File: src/sv/fspc_ram.sv
`timescale 1ns / 1ps
// Generic single-write, single-read RAM with a registered, write-first read.
// Used for the instruction memory, data memory and both register file ports.
module fspc_ram #(
  parameter int WIDTH = 32,
  parameter int DEPTH = 64
) (
  input  logic                     clk,
  input  logic                     we,
  input  logic [$clog2(DEPTH)-1:0] waddr,
  input  logic [WIDTH-1:0]         wdata,
  input  logic [$clog2(DEPTH)-1:0] raddr,
  output logic [WIDTH-1:0]         rdata
);

  logic [WIDTH-1:0] mem [DEPTH];

  always_ff @(posedge clk) begin
    if (we) begin
      mem[waddr] <= wdata;
    end
    rdata <= (we && waddr == raddr) ? wdata : mem[raddr];
  end

endmodule

File: config.mk
export PLATFORM = sky130hd
export DESIGN_NAME = fspc_ram
export DESIGN_NICKNAME = d
export VERILOG_FILES = /design/src/sv/fspc_ram.sv
export SDC_FILE = /design/constraint.sdc
export NUM_CORES = 2
export LEC_CHECK = 0
export ABC_AREA = 1
export BUFFER_PORTS_ARGS = -buffer_cell sky130_fd_sc_hd__buf_2
export CORE_MARGIN = 2
export CORE_UTILIZATION = 30
export CTS_BUF_LIST = sky130_fd_sc_hd__clkbuf_4
export DETAILED_ROUTE_END_ITERATION = 16
export PLACE_DENSITY = 0.52
export RECOVER_POWER = 50
export REMOVE_ABC_BUFFERS = 1
export SLEW_MARGIN = 0
export SYNTH_ARGS = -nofsm -noshare
export SYNTH_HDL_FRONTEND = slang
export SYNTH_SLANG_ARGS = --single-unit
File: constraint.sdc
create_clock -name clk -period 5 [get_ports clk]
set_clock_uncertainty 0.05 [all_clocks]
set_input_delay 0.5 -clock clk [delete_from_list [all_inputs] [get_ports clk]]
set_output_delay 0.5 -clock clk [all_outputs]
set_load 0.1 [all_outputs]
==> metrics.md <==
| Metric | Value |
|---|---|
| Status | `finished with violations` |
| Violated checks | `capacitance limit, slew limit` |
| Instance count of the mapped netlist | `6743` |
| Initial antenna violation count | `12` |
| Power Dens Cells | `377 nW/um^2` |
| Worst-path clk slew | `60 ps` |
| Final WL | `260000 um` |
| Crit. End Element | `output pin` |
| Slowest stage delay, CP | `490 ps` |
| Top-count cell post-synth | `nand2_1` |
| Yosys reg bits | `2054` |
| Critical path's most frequent cell | `nand3_1` |
| LEAKAGE | `33.3 nW` |
| Crit-path max FO | `108` |
| Global-route wire length before repair | `378000 um` |
| Setup TNS | `0 ps` |
| Total grt overflow | `0` |
| Die extent in y | `528 um` |
| Rows | `192` |
| Final setup fails | `0` |
| Mean routed wirelength per cell | `23.4 um` |
| Root Driver | `clkbuf_4` |
| Critical path class | `reg2out` |
| Post-synth top area share | `74.8%` |
| Reg with most FFs | `mem` |
| H-tree levels | `6` |
| Fin nets | `approximately 7200` |
| CTS Buf Count | `539` |
| Final Hold Vio Count | `0` |
| Yosys cell types | `16` |
| Crit path depth | `10` |
| Yosys top cell by area | `edfxtp_1` |
| Initial DRC count | `roughly 5600` |
| WP buf/inv | `3` |
| DR vias | `~56000` |
| Largest registers | `mem: 2048 flops` |
| Area after DPL | `88100 sq um` |
| CTS tree | `built` |
| Crit path cell chain | `inv_12, buf_4, nand3_1, nand3_1, nand3_1, nand3_1, nand2_1, nand2_1, nand2_1, buf_12` |
| Final worst path period share | `between 90% and 100%` |
| Ports | `78` |
| Die Width | `between 500 and 600 um` |
| Slowest CP cell | `inv_12` |
| Final-layout fill cell count | `26810` |
| Max-slew violation count | `~2100` |
| Top cells by area, synth | `edfxtp_1, nand3_1, nand2_1` |
| # Max-Cap Violations | `34` |
| Layout cells sized above 1 | `between 10% and 20%` |
| Syn avg cell area | `12.2 sq um` |
| Cell class contributing the biggest share of worst-path delay | `simple AND/OR/NAND/NOR gates` |
| Largest net degree at the start of global routing | `around 180` |
| Post-route cell area | `94900 sq um` |
| Synth top cells by count | `nand2_1, edfxtp_1, nand3_1, buf_2, clkbuf_1` |
| DR pass1 iterations | `8` |
| Ys flop type | `edfxtp_1` |
| Hold Worst Slack | `approximately 170 ps` |
| Post-DRT Antenna Nets | `0` |
| Rel. slew slack | `-156%` |
| Worst Max-Slew Pin Slew | `between 3000 and 4000 ps` |
| HP Class | `in2reg` |
| Synthesized area | `82200 sq um` |
| Worst Path Required | `4450 ps` |
| Synth warnings | `0` |
| Register area share after synthesis | `74.9%` |
| Number of global-route vias before repair | `55097` |
| Initial Util | `30.1%` |
| Hpwl dp | `134000 um` |
| Async set-reset flop share out of synthesis | `0%` |
| Via density | `5.03` |
| Clock buffer depth | `4` |
| Gp weighted congestion | `0.788` |
| Remaining DRCs | `0` |
| Number of flip-flops in the largest register | `2048` |
| Max Clk Rate | `206 MHz` |
| Die ar. | `278000 sq um` |
| Port bufs | `77` |
| CP arrival | `4300 ps` |
| VDD IR max | `0.281 mV` |
| Worst hold start | `waddr[5]` |
| CTS sink count | `2054` |
| Finished Core Util | `34.7%` |
| Area delta synth->final | `15.4%` |
| Post-synth EDFFs | `a little over 2000` |
| Tmin final | `4850 ps` |
| Setup crit start kind | `flip-flop` |
| Hold Crit Depth | `4` |
| GRT Util Overall | `approximately 18%` |
| Placeable Area | `about 270000 sq um` |
-- worst min-delay path, stage by stage --
cell and delay [ps]:
buf_2 140, nand4_1 420, nor4_2 90, buf_4 220
-- routing by layer --
metal | share of wire (%) | GRT usage, % | vias to the layer above | wire length (um)
li1 | - | - | 25248 | -
met1 | 42 | 23.8 | 27862 | 108000
met2 | 49 | 31.2 | 2283 | 128000
met3 | 6.4 | 2.79 | 484 | 16500
met4 | 2.9 | 5.95 | 4 | 7470
met5 | 0.0092 | 0 | - | 24
-- layout make-up --
class	count	area, sq um	share of cell area [%]
Sequential cell	2054	61600	65.0
Antenna cell	9	22.5	0.0237
Multi-Input combinational cell	4228	18800	19.8
Clock buffer	768	5770	6.08
Tap cell	3589	4490	4.73
Clock inverter	106	568	0.599
Inverter	12	87.6	0.0923
Timing Repair Buffer	332	3530	3.72
Timing Repair inverter	1	8.76	0.00923
-- what timing repair did --
item                                   in CTS  in global routing
cloned                                      1                  0
buffers inserted                            1                  0
endpoints found under the hold margin    2367                  0
setup endpoints to repair                  26                  5
hold buffers                               51                  0
resized for setup                           3                  7
-- worst paths after layout --
kind,endpoint,slack (ps)
setup / recovery,rdata[11],150
hold / removal,mem[55][12],170
-- where the power goes --
group	switching [W]	leakage (nW)	internal [W]	total (W)
clock	0.00668	3.81	0.00731	0.0140
sequential	0.0000497	18.5	0.0191	0.0191
combinational	0.00195	11.0	0.000661	0.00261
total	0.00868	33.3	0.0271	0.0357
-- cells by family (layout without fill, tap and decap cells) --
family	Yosys count	after routing	share of synthesized area [%]
other cells	0	9	0
buf+inv	461	1219	2.80
flops	2054	2054	74.9
simple gates	4228	4228	22.3
-- stage by stage --
step           power, W  worst slack [ps]  instances
4_1_cts          0.0361            -0.449      11090
3_3_place_gp     0.0220              1330      10163
2_1_floorplan    0.0213            -41680       6294
3_5_place_dp     0.0221              1310      10163
5_1_grt          0.0371             -3.27      11096
6_report         0.0357               150      11099
-- cells in the final DEF (no fill, tap or decap), drive strengths merged, types with 8 or more instances in the layout --
| master | netlist | layout |
|---|---|---|
| dlygate4sd3 | 0 | 51 |
| edfxtp | 2048 | 2048 |
| nor4 | 8 | 8 |
| nand2 | 2248 | 2248 |
| nand4 | 9 | 9 |
| nand3 | 1907 | 1907 |
| clkinv | 0 | 91 |
| inv | 12 | 21 |
| buf | 372 | 237 |
| clkbuf | 77 | 812 |
| nor2 | 56 | 56 |
| diode | 0 | 9 |
Note: power is estimated with default switching activity, not from simulation.
